[src/rtl/core/assert_macros.svh]
// assertion macros shared by the rtl files of the mean squared residue block
// no dependencies; synthesis builds get empty bodies
`ifndef ASSERT_MACROS_SVH
`define ASSERT_MACROS_SVH
`ifndef SYNTHESIS
// same-cycle implication
`define MSR_ASSERT_NOW(lbl, clk, rstn, ante, cons, msg) \
  lbl: assert property (@(posedge clk) disable iff (!rstn) (ante) |-> (cons)) \
    else $error(msg);
// next-cycle implication
`define MSR_ASSERT_NEXT(lbl, clk, rstn, ante, cons, msg) \
  lbl: assert property (@(posedge clk) disable iff (!rstn) (ante) |=> (cons)) \
    else $error(msg);
`else
`define MSR_ASSERT_NOW(lbl, clk, rstn, ante, cons, msg)
`define MSR_ASSERT_NEXT(lbl, clk, rstn, ante, cons, msg)
`endif
`endif

[src/rtl/core/msr_pkg.sv]
// shared types and fixed constants of the mean squared residue block
// no dependencies
`default_nettype none
package msr_pkg;
  localparam int ELEM_W = 24;
  localparam int OUT_W = 52;
  localparam int CFG_W = 7;
  localparam int REG_IDX_W = 1;
  localparam logic [CFG_W-1:0] DIM_RESET = 7'd64;
  localparam logic [REG_IDX_W-1:0] REG_ROWS = 1'd0;
  localparam logic [REG_IDX_W-1:0] REG_COLS = 1'd1;
  localparam logic [OUT_W-1:0] OUT_MAX = {OUT_W{1'b1}};

  // request to the shared divider
  typedef struct packed {
    logic start;
    logic long_op;
  } div_req_t;
endpackage
`default_nettype wire

[src/rtl/core/msr_div.sv]
// shared restoring divider, one quotient bit per cycle
// depends on msr_pkg and assert_macros.svh
`default_nettype none
`include "assert_macros.svh"
module msr_div #(
  parameter int DW = 64,
  parameter int NW = 13,
  parameter int SHORT_STEPS = 37
) (
  input  wire logic              clk_i,
  input  wire logic              rst_ni,
  input  wire msr_pkg::div_req_t req_i,
  input  wire logic [DW-1:0]     dividend_i,
  input  wire logic [NW-1:0]     divisor_i,
  output logic                   done_o,
  output logic [DW-1:0]          quotient_o
);
  localparam int CNT_W = $clog2(DW + 1);

  logic [DW-1:0]    quo_q, quo_d;
  logic [NW-1:0]    rem_q, rem_d;
  logic [NW-1:0]    dvs_q;
  logic [CNT_W-1:0] cnt_q;
  logic             busy_q;
  logic             done_q;
  logic [NW:0]      trial;
  logic             ge;
  logic [NW:0]      diff;

  // one trial subtraction per cycle
  always_comb begin
    trial = {rem_q, quo_q[DW-1]};
    ge = trial >= {1'b0, dvs_q};
    diff = trial - {1'b0, dvs_q};
    rem_d = ge ? diff[NW-1:0] : trial[NW-1:0];
    quo_d = {quo_q[DW-2:0], ge};
  end

  // control
  always_ff @(posedge clk_i or negedge rst_ni) begin
    if (!rst_ni) begin
      busy_q <= 1'b0;
      done_q <= 1'b0;
      cnt_q <= '0;
    end else begin
      done_q <= 1'b0;
      if (req_i.start) begin
        busy_q <= 1'b1;
        cnt_q <= req_i.long_op ? CNT_W'(DW) : CNT_W'(SHORT_STEPS);
      end else if (busy_q) begin
        cnt_q <= cnt_q - CNT_W'(1);
        if (cnt_q == CNT_W'(1)) begin
          busy_q <= 1'b0;
          done_q <= 1'b1;
        end
      end
    end
  end

  // datapath, short operands start left aligned
  always_ff @(posedge clk_i) begin
    if (req_i.start) begin
      quo_q <= req_i.long_op ? dividend_i : (dividend_i << (DW - SHORT_STEPS));
      rem_q <= '0;
      dvs_q <= divisor_i;
    end else if (busy_q) begin
      quo_q <= quo_d;
      rem_q <= rem_d;
    end
  end

  assign done_o = done_q;
  assign quotient_o = quo_q;

  `MSR_ASSERT_NOW(a_no_start_busy, clk_i, rst_ni, req_i.start, !busy_q, "divider restarted while busy")
  `MSR_ASSERT_NEXT(a_done_pulse, clk_i, rst_ni, done_q, !done_q, "divider done longer than one cycle")
endmodule
`default_nettype wire
[config.mk]
export PLATFORM = sky130hd
export DESIGN_NAME = msr_div
export DESIGN_NICKNAME = d
export VERILOG_FILES = /design/src/rtl/core/msr_pkg.sv /design/src/rtl/core/msr_div.sv
export VERILOG_INCLUDE_DIRS = /design/src /design/src/rtl/core
export SDC_FILE = /design/constraint.sdc
export NUM_CORES = 1
export LEC_CHECK = 0
export BUFFER_PORTS_ARGS = -buffer_cell sky130_fd_sc_hd__buf_2
export CORE_ASPECT_RATIO = 0.6
export CORE_MARGIN = 2
export CORE_UTILIZATION = 54
export CTS_BUF_LIST = sky130_fd_sc_hd__clkbuf_8
export DETAILED_ROUTE_END_ITERATION = 6
export GPL_ROUTABILITY_DRIVEN = 1
export HOLD_SLACK_MARGIN = 0.05
export PLACE_DENSITY = 0.78
export SLEW_MARGIN = 20
export SYNTH_ARGS = -nofsm -noshare
export SYNTH_HDL_FRONTEND = slang
export SYNTH_SLANG_ARGS = --single-unit
[constraint.sdc]
create_clock -name clk_i -period 3 [get_ports clk_i]
set_clock_uncertainty 0.1 [all_clocks]
set_input_delay 0.3 -clock clk_i [delete_from_list [all_inputs] [get_ports clk_i]]
set_output_delay 0.3 -clock clk_i [all_outputs]
set_load 0.05 [all_outputs]
# Yosys cells after proc, flatten, opt, wreduce, memory -nomap -nowiden
# Cells that the tools add are included.
# Widths: inputs -> output; s select.
dict set report totals {
  register_bits 99
  input_bits 81
  output_inout_bits 65
  elab_cells 24
}
dict set report op_classes {
  addsub 2
  order_cmp 1
  n_eq_ne 1
  n_mux 13
  n_reduce_logical 1
}
# operator n
set op_table {}
lappend op_table {{$mux 64} 3}
lappend op_table {{$mux 7} 3}
lappend op_table {{$ge 14x13->1} 1}
lappend op_table {{$mux 13} 1}
lappend op_table {{$sub 13x13->13} 1}
lappend op_table {{$eq 7x1->1 const B} 1}
lappend op_table {{$sub 7x1->7 const B} 1}
lappend op_table {{$mux 1} 6}
lappend op_table {{$reduce_bool 2->1} 1}

# Logic depth before layout (Yosys ltp)
# Gate-level depths: netlist (run 1).
dict set report depth {
  depth_word 4
  mapped_depth 11
  depth_no_buf 10
}

# Worst setup path before layout (run 1)
# No wires, ideal clock.
dict set report synth_timing {
  kind {reg2reg}
  from {reg quo_q[63], in the netlist quotient_o[63]}
  to {reg rem_q[11]}
  setup_time_ns 0.088
  t_arrival_ns 2.621
  t_required_ns 2.812
  path_slack_ns 0.191
  stages_incl_launch_ff 12
  n_path_buf 1
  synth_period_minus_slack_ns 2.809
  path_cell_list {edfxtp_1 > inv_1 > ha_1 > inv_1 > fa_1 > a211oi_1 > o21ai_1 > a21oi_2 > a21o_1 > buf_2 > nand3_1 > a311oi_2}
}
dict set report synth_via {
  elab_chain_len 2
  elab_cells_between_ends 3
  cone_classes {add/sub (1); order compare (1); mux (1)}
}
# item line
set synth_lines {}
lappend synth_lines {{start: declaration} msr_div.sv:20} ;# logic [DW-1:0] quo_q, quo_d;
lappend synth_lines {{start signal: assignment} msr_div.sv:63} ;# quo_q <= req_i.long_op ? dividend_i : (dividend_i << (DW - SHORT_STEPS));
lappend synth_lines {{start signal: assignment} msr_div.sv:67} ;# quo_q <= quo_d;
lappend synth_lines {{$sub 13x13->13 or $ge 14x13->1 (tied branches)} {msr_div.sv:34, msr_div.sv:33}}
lappend synth_lines {{$mux 13 *} msr_div.sv:35} ;# rem_d = ge ? diff[NW-1:0] : trial[NW-1:0];
lappend synth_lines {{end signal: assignment} msr_div.sv:68} ;# rem_q <= rem_d;
lappend synth_lines {{end: declaration} msr_div.sv:21} ;# logic [NW-1:0] rem_q, rem_d;
# Every way passes the cells marked *; elsewhere a longest branch is shown, timed or not.
# A chain may end at the register's enable or synchronous reset.

# Final worst setup path (run 1)
dict set report layout_timing {
  from {reg quo_q[63], in the netlist quotient_o[63]}
  to {reg rem_q[2]}
}
# Same word-level chain as after synthesis.

==> impl_metrics.tcl, run 1 <==
set metrics [dict create \
    cts_max_path_buffers 2 \
    synth-edff-count 77 \
    port_buffers 145 \
    power.total_mw 4.91 \
    critical_path.most_common_cell "inv_1" \
    crit_path_end_kind "flip-flop" \
    via_per_inst 5.53 \
    yosysWarnings 0 \
    drt_iter0_drc 410 \
    avgSynthCellArea_um2 10.2 \
    crit_required_ns 3.20 \
    synth_area_mm2 0.00520 \
    wl_um 12900 \
    finalNonFillerCells 790 \
    wl_per_cell_um 16.3 \
    htreeDepth 3 \
    slew_viol_final 0 \
    layout_commonest_cell "buf_2" \
    final_cell_mix "buf_2, edfxtp_1, nor2_1" \
    grt-ovfl-total 0 \
    cellPowerDensity_mw_per_mm2 765 \
    period_share_pct 95.2 \
    cp_max_fo 13 \
    root_buffer "clkbuf_8" \
    p_sw_share_pct 39.3 \
    tritoncts "built" \
    status "finished, final reports clean" \
    start_kind "flip-flop" \
    postSynthCellCount 508 \
    grt_usage_pct 25.3 \
    max_stage_delay_ns 0.52 \
    p_leak_nw 2.89 \
    coreArea_mm2 0.00926 \
    die_w_um 131 \
    max_slew_margin_pct 51.7 \
    die_h_um 80.1 \
    ys_types 51 \
    grt_pass1_wl_um 20100 \
    ios 146 \
    min_path_type "in2reg" \
    grt_max_degree 84 \
    setup_viol 0 \
    fmax_mhz 350 \
    initial_core_util_pct 56.2 \
    pwr-share-seq_pct 39.0 \
    nets 752 \
    rsz0062_at_grt "true" \
    post-dp-hpwl_um 9030 \
    synth_fp_nets 605 \
    vdd_drop_max_mv 0.381 \
    postCtsSetupBuffers 0 \
    async_reset_ff_share_pct 9.09 \
    slowest_stage "or4_1" \
    syn_to_final_growth_pct 23.4 \
    finalCriticalPeriod_ns 2.85 \
    critPathArrivalTime_ns 3.05 \
    final_hold_viol_count 0 \
    ys_ff_latch 99 \
    combPwrFrac_pct 40.1 \
    clockPowerShare_pct 20.9 \
    ant_nets 0 \
    r2r_setup_slack_ns 0.15 \
    rows 27 \
    cp_cell_sequence "inv_1, ha_1, inv_1, fa_1, a211oi_1, o21ai_1, a21oi_2, a21oi_4, or4_1, o221ai_1" \
    synth_flop_cell "edfxtp_1" \
    layout-drive-gt1-share_pct 27.4 \
    grt_antenna_before_repair 0 \
    tightestPinTransition_ns 0.724 \
    grt_pass1_vias 4029 \
    maxCapViolations 0 \
    crit_type "reg2reg" \
    gp_congestion 0.890 \
    cts.sinks 99 \
    num_vias 4372 \
    cts_inserted_buffers 9 \
    placed_cells 760 \
    netSwitchingPower_mw 1.93 \
    antennaDiodeCount 0 \
    clkLatencyLatePin_ns 0.37 \
    yosysSeqAreaShare_pct 53.8 \
    cts.clk_slew.worst_paths_ns 0.10 \
    drc 0 \
    die_area_mm2 0.0105 \
    internal_power_mw 2.98 \
    first_pass_iters 5 \
]
-- layer usage --
metal / global-route usage [%] / routed length (um) / up-vias
met5: 0 / 0 / -
met4: 7.13 / 256 / 0
met3: 6.46 / 1110 / 27
met2: 39.9 / 5750 / 188
met1: 34.8 / 5740 / 2060
li1: - / - / 2097
-- critical path: cells and delay by family, from the launching register on --
kind	cells	cell delay, ns
simple gates	1	0.52
flops	1	0.43
buf+inv	2	0.15
fa+ha+maj	2	0.59
compound gates	5	0.99
-- area by class of cell --
class,count,area (um^2)
Clock buffer,9,124
Clock inverter,7,115
Fill cell,721,2830
Inverter,45,169
Multi-Input combinational cell,334,2120
Sequential cell,99,2800
Tap cell,130,163
Timing Repair Buffer,166,933
-- cells in the mapped netlist, drive strengths merged (2+ instances only) --
library cell / n / area (um^2)
nand3: 14 / 70.1
xnor2: 10 / 87.6
or2: 2 / 12.5
nand2b: 2 / 12.5
nor2b: 3 / 18.8
a31oi: 2 / 12.5
buf: 7 / 37.5
nor3: 4 / 20.0
clkbuf: 23 / 86.3
o22ai: 2 / 12.5
and3: 3 / 18.8
dfrtp: 9 / 225
a311oi: 12 / 124
nor4b: 2 / 17.5
inv: 45 / 169
ha: 15 / 188
xor2: 4 / 35.0
nand2: 35 / 131
o21ai: 40 / 200
a31o: 2 / 17.5
nor2: 66 / 248
mux2i: 38 / 380
a21oi: 48 / 255
and2: 3 / 18.8
a21o: 7 / 52.6
a211oi: 3 / 22.5
dfxtp: 13 / 260
edfxtp: 77 / 2310
-- state kept, by name, indices dropped and copies added (netlist names) --
register,cells
busy_q,1
cnt_q,7
dvs_q,13
quotient_o,64
done_o,1
rem_q,13
-- timing repair --
action | CTS | global route
hold buffers | 14 | 0
endpoints found under the setup margin | 0 | 12
gates resized for setup | 0 | 2
endpoints found under the hold margin | 22 | 0
-- logic make-up (layout without fill, tap and decap cells) --
kind of cell             count (synthesis)  after routing  synth area share (%)
buffers and inverters                   75            227                  5.62
flip-flops                              99             99                  53.8
XOR/XNOR                                14             14                  2.36
adder cells (fa/ha/maj)                 16             16                  3.99
multiplexers                            39             39                  7.52
AO/OA/AOI/OAI                          124            124                  14.8
AND/OR/NAND/NOR                        141            141                  11.9
-- through the flow --
stage	setup WS, ns	TNS [ns]	area [um^2]	utilization (%)	hold WS, ns
detailed placement	0.163	0	6040	65.2	0.0597
global placement	0.324	0	6040	65.2	0.0556
floorplan	0.191	0	5200	-	-0.0956
global route	-0.0216	-0.0216	6420	69.4	0.111
CTS	0.109	0	6420	69.3	0.0995
finish	0.145	0	6420	69.4	0.110
-- path summary, 6_finish.rpt --
check | from | cells after the start | to
max | quotient_o[63]$_DFFE_PP_ | 10 | rem_q[2]$_SDFFE_PP0P_
min | dividend_i[19] | 3 | quotient_o[19]$_DFFE_PP_
max reg2reg | quotient_o[63]$_DFFE_PP_ | 10 | rem_q[2]$_SDFFE_PP0P_
min reg2reg | rem_q[7]$_SDFFE_PP0P_ | 2 | rem_q[7]$_SDFFE_PP0P_
max in group asynchronous | rst_ni | 2 | cnt_q[5]$_DFFE_PN0P_
min in group asynchronous | rst_ni | 2 | cnt_q[2]$_DFFE_PN0P_
-- power by group through the flow --
stage | sequential, mW | clock [mW] | combinational [mW]
finish | 1.92 | 1.03 | 1.97
CTS | 1.91 | 1.04 | 1.93
floorplan | 2.32 | 0 | 1.05
global placement | 1.93 | 0 | 1.85
global route | 1.94 | 1.09 | 2.12
detailed placement | 1.93 | 0 | 1.91
Power figures use the tool's default switching activity.
==> run 2: changes to the inputs <==
GPL_TIMING_DRIVEN = 0   (was default)
==> impl_metrics.tcl, run 2 (same netlist as run 1, synthesis figures left out) <==
set metrics [dict create \
    cp_max_fo 10 \
    post-place-ws_ns -0.110 \
    crit_required_ns 3.16 \
    final_cell_mix "buf_2, edfxtp_1, nor2_1" \
    cts_max_path_buffers 2 \
    status "finished, final reports clean" \
    antennaDiodeCount 0 \
    drt_iter0_drc 540 \
    grt_max_degree 57 \
    period_share_pct 96.0 \
    drc 0 \
    placed_cell_area_mm2 0.00612 \
    htreeDepth 3 \
    coreArea_mm2 0.00926 \
    start_kind "flip-flop" \
    placed_cells 784 \
    port_buffers 145 \
    largest_register_ffs 64 \
    num_vias 4624 \
    drt-met1-wl_um 6120 \
    cts.sinks 99 \
    first_pass_iters 5 \
    fmax_mhz 347 \
    power.total_mw 4.94 \
    vdd_drop_max_mv 0.352 \
    maxUsedRoutingLayer "met4" \
    finalCriticalPeriod_ns 2.88 \
    post-dp-hpwl_um 10200 \
    layout-drive-gt1-share_pct 26.5 \
    p_leak_nw 2.92 \
    crit_type "reg2reg" \
    cts_inserted_buffers 9 \
    grt_antenna_before_repair 0 \
    slew_viol_final 0 \
    dr_wl_met3_um 1540 \
    tightestPinTransition_ns 0.749 \
    finalNonFillerCells 816 \
    ios 146 \
    die_h_um 80.1 \
    hold_ws_ns 0.114 \
    setup_viol 0 \
    wl_per_cell_um 17.3 \
    routed-wl-met2_um 6240 \
    max_slew_margin_pct 50.1 \
    nets 779 \
    die_w_um 131 \
    cellPowerDensity_mw_per_mm2 756 \
    root_buffer "clkbuf_8" \
    cts.clk_slew.worst_paths_ns 0.10 \
    grt_pass1_vias 4305 \
    grt-ovfl-total 0 \
    worst_slack_ns 0.119 \
    min_path_type "in2reg" \
    crit_path_end_kind "flip-flop" \
    grt_usage_pct 27.5 \
    wl_um 14100 \
    nFillCells 717 \
    clkLatencyLatePin_ns 0.37 \
    ant_nets 0 \
    tritoncts "built" \
    rows 27 \
    gp_congestion 0.878 \
    layout_commonest_cell "buf_2" \
    maxCapViolations 0 \
    critPathArrivalTime_ns 3.04 \
    final_hold_viol_count 0 \
    die_area_mm2 0.0105 \
    stdcell_area_mm2 0.00653 \
    grt_pass1_wl_um 21800 \
    initial_core_util_pct 56.2 \
    syn_to_final_growth_pct 25.5 \
    via_per_inst 5.67 \
]
-- run 2: cell count changes in the layout (fill, tap and decap cells not counted), sizes merged --
cell	previous run	this run
buf	152	156
clkbuf	9	32
inv	46	45
-- run 2: power breakdown --
part | switching (mW) | leakage, nW | internal, mW
combinational | 1.31 | 1.78 | 0.710
clock | 0.467 | 0.110 | 0.544
sequential | 0.169 | 1.03 | 1.74
total | 1.95 | 2.92 | 2.99
-- run 2: critical path, cell delays in order (launching register included) --
cell      delay, ns
edfxtp_1       0.40
inv_1          0.08
ha_1           0.17
inv_1          0.06
fa_1           0.43
a211oi_2       0.25
o21ai_2        0.14
a21oi_2        0.20
a21o_1         0.22
buf_4          0.20
nand3_1        0.14
a311oi_2       0.37
-- run 2: stage by stage --
stage	TNS (ns)	util [%]
2_1_floorplan	0	-
3_3_place_gp	-52.61	65.8
5_1_grt	-0.00330	70.6
4_1_cts	0	70.3
3_5_place_dp	-0.139	66.2
6_report	0	70.6
-- run 2: layer usage --
layer  track usage, %  vias up
met5                0        -
met4             6.38        0
met3             7.79       22
met2             41.7      273
met1             39.4     2175
li1                 -     2154
-- run 2: layout make-up --
| cell class | count | area [um^2] | area share [%] |
|---|---|---|---|
| clock buffers | 9 | 124 | 1.90 |
| multi-input cells | 334 | 2130 | 32.6 |
| inverters | 45 | 171 | 2.62 |
| well taps | 130 | 163 | 2.49 |
| flip-flops and latches | 99 | 2800 | 42.8 |
| clock inverters | 6 | 105 | 1.61 |
| plain buffers | 30 | 126 | 1.93 |
| repair buffers | 163 | 916 | 14.0 |
-- run 2: final timing paths --
check	slack, ns	end	cells after the start	from
setup / recovery	0.12	rem_q[4]$_SDFFE_PP0P_	11	quotient_o[63]$_DFFE_PP_
hold / removal	0.11	quotient_o[4]$_DFFE_PP_	3	dividend_i[4]
hold reg to reg	0.42	rem_q[7]$_SDFFE_PP0P_	2	rem_q[7]$_SDFFE_PP0P_
min in group asynchronous	0.21	cnt_q[1]$_DFFE_PN0P_	2	rst_ni
max in group asynchronous	2.40	cnt_q[2]$_DFFE_PN0P_	2	rst_ni
setup reg to reg	0.12	rem_q[4]$_SDFFE_PP0P_	11	quotient_o[63]$_DFFE_PP_
-- run 2: repair_timing --
item,CTS,global route
pin swaps,1,4
hold buffers,14,0
setup endpoints to repair,9,13
cloned,0,0
resized for setup,2,2
hold endpoints to repair,22,0
buffers inserted,1,2
==> run 3: changes to the inputs <==
CTS_BUF_LIST = sky130_fd_sc_hd__clkbuf_2   (was sky130_fd_sc_hd__clkbuf_8)
==> impl_metrics.tcl, run 3 (same netlist as run 1, synthesis figures left out) <==
set metrics [dict create \
    die_h_um 80.1 \
    drt_iter0_drc 535 \
    slew_viol_final 0 \
    clkLatencyLatePin_ns 0.59 \
    tightestPinTransition_ns 0.790 \
    drc 0 \
    post-dp-hpwl_um 10200 \
    htreeDepth 3 \
    max_slew_margin_pct 47.3 \
    grt_usage_pct 31.9 \
    syn_to_final_growth_pct 37.3 \
    crit_buf_inv 3 \
    final_cell_mix "buf_2, dlygate4sd3_1, edfxtp_1" \
    crit_family "compound AO/OA/AOI/OAI gates" \
    max_stage_delay_ns 0.44 \
    num_vias 5017 \
    layout_commonest_cell "buf_2" \
    cp_cell_sequence "inv_1, ha_1, inv_1, fa_1, a211oi_2, o21ai_2, a21oi_2, a21o_1, buf_6, nand3_1, a311oi_2" \
    start_kind "flip-flop" \
    cts_max_path_buffers 2 \
    period_share_pct 95.8 \
    power.total_mw 4.83 \
    fmax_mhz 348 \
    grt_antenna_before_repair 0 \
    grt-ovfl-total 0 \
    gp_congestion 0.878 \
    critical_path.most_common_cell "inv_1" \
    root_buffer "clkbuf_2" \
    timing.rr.start "quotient_o[63]$_DFFE_PP_" \
    critPathLaunch "quotient_o[63]$_DFFE_PP_" \
    critPathArrivalTime_ns 3.27 \
    die_w_um 131 \
    largest_register_ffs 64 \
    antennaDiodeCount 0 \
    grt_max_degree 57 \
    setup_viol 0 \
    via_per_inst 5.67 \
    tritoncts "built" \
    final_hold_viol_count 0 \
    vdd_drop_max_mv 0.374 \
    final.setup.tns_ns 0 \
    port_buffers 145 \
    maxCapViolations 0 \
    min_path_type "in2reg" \
    first_pass_iters 5 \
    die_area_mm2 0.0105 \
    cp_max_fo 10 \
    wl_per_cell_um 18.4 \
    cts.clk_slew.worst_paths_ns 0.28 \
    crit_path_end_kind "flip-flop" \
    slowest_stage "edfxtp_1" \
    worstHoldStart "req_i[0]" \
    fin_util_pct 77.2 \
    grt_pass1_wl_um 25000 \
    crit_type "reg2reg" \
    cts.sinks 99 \
    cellPowerDensity_mw_per_mm2 675 \
    coreArea_mm2 0.00926 \
    cts_inserted_buffers 9 \
    finalCriticalPeriod_ns 2.87 \
    ant_nets 0 \
    initial_core_util_pct 56.2 \
    rows 27 \
    ios 146 \
    grt_pass1_vias 4916 \
    p_leak_nw 3.19 \
    status "finished, final reports clean" \
    wl_um 16200 \
    worst_slack_ns 0.127 \
    crit_required_ns 3.40 \
    layout-drive-gt1-share_pct 24.1 \
    post-place-ws_ns -0.110 \
    nets 848 \
]
-- run 3: changes by cell type in the layout (fill, tap and decap cells not counted) --
cell,before,now
buf_4,4,3
dlygate4sd3_1,14,83
buf_6,1,2
clkbuf_2,0,9
clkbuf_8,9,0
-- run 3: per-layer routing --
layer  vias up  part of all wire, %  wire (um)  track usage, %
met5         -                    0          0               0
met4         0                  3.0        485            9.79
met3        54                   10       1640            8.79
met2       330                   46       7430            51.8
met1      2342                   41       6700            41.9
li1       2291                    -          -               -
-- run 3: stage by stage --
stage          cells  cell area [um^2]  hold slack [ns]
2_1_floorplan    508              5200          -0.0956
3_3_place_gp     783              6090           0.0645
3_5_place_dp     784              6120           0.0704
4_1_cts          884              7130            0.188
5_1_grt          885              7150            0.250
6_report         885              7150            0.267
-- run 3: what timing repair did --
action	4_1_cts	5_1_grt
gates resized for setup	1	5
endpoints found under the hold margin	99	0
hold buffers	83	0
pin swaps	1	4
buffers inserted	2	1
setup endpoints to repair	10	12
-- run 3: area by class of cell --
cell class,count,area [um^2]
Tap cell,130,163
Clock inverter,6,105
Timing Repair Buffer,232,1610
Fill cell,600,2110
Sequential cell,99,2800
Clock buffer,9,45.0
Buffer,30,130
Inverter,45,171
Multi-Input combinational cell,334,2130
-- run 3: worst paths after layout --
check                      cells after the start                 endpoint  slack [ns]
max in group asynchronous                      3     cnt_q[2]$_DFFE_PN0P_        1.92
min                                            5  quotient_o[0]$_DFFE_PP_        0.27
min in group asynchronous                      3     cnt_q[1]$_DFFE_PN0P_        0.56
max reg2reg                                   11    rem_q[4]$_SDFFE_PP0P_        0.13
max                                           11    rem_q[4]$_SDFFE_PP0P_        0.13
min reg2reg                                    2    rem_q[6]$_SDFFE_PP0P_        0.43
-- run 3: where the power goes --
| group | switching (mW) | leakage [nW] | internal (mW) |
|---|---|---|---|
| logic | 1.33 | 2.07 | 0.770 |
| clock network | 0.468 | 0.0831 | 0.348 |
| registers | 0.172 | 1.03 | 1.74 |
-- run 3: worst reg2reg max path, delay by kind of cell (launching register included) --
family                     cells  cell delay, ns
AOI/OAI and AO/OA              5            1.19
and+or+nand+nor                1            0.13
adders and majority gates      2            0.61
DFF                            1            0.44
buffers and inverters          3            0.32
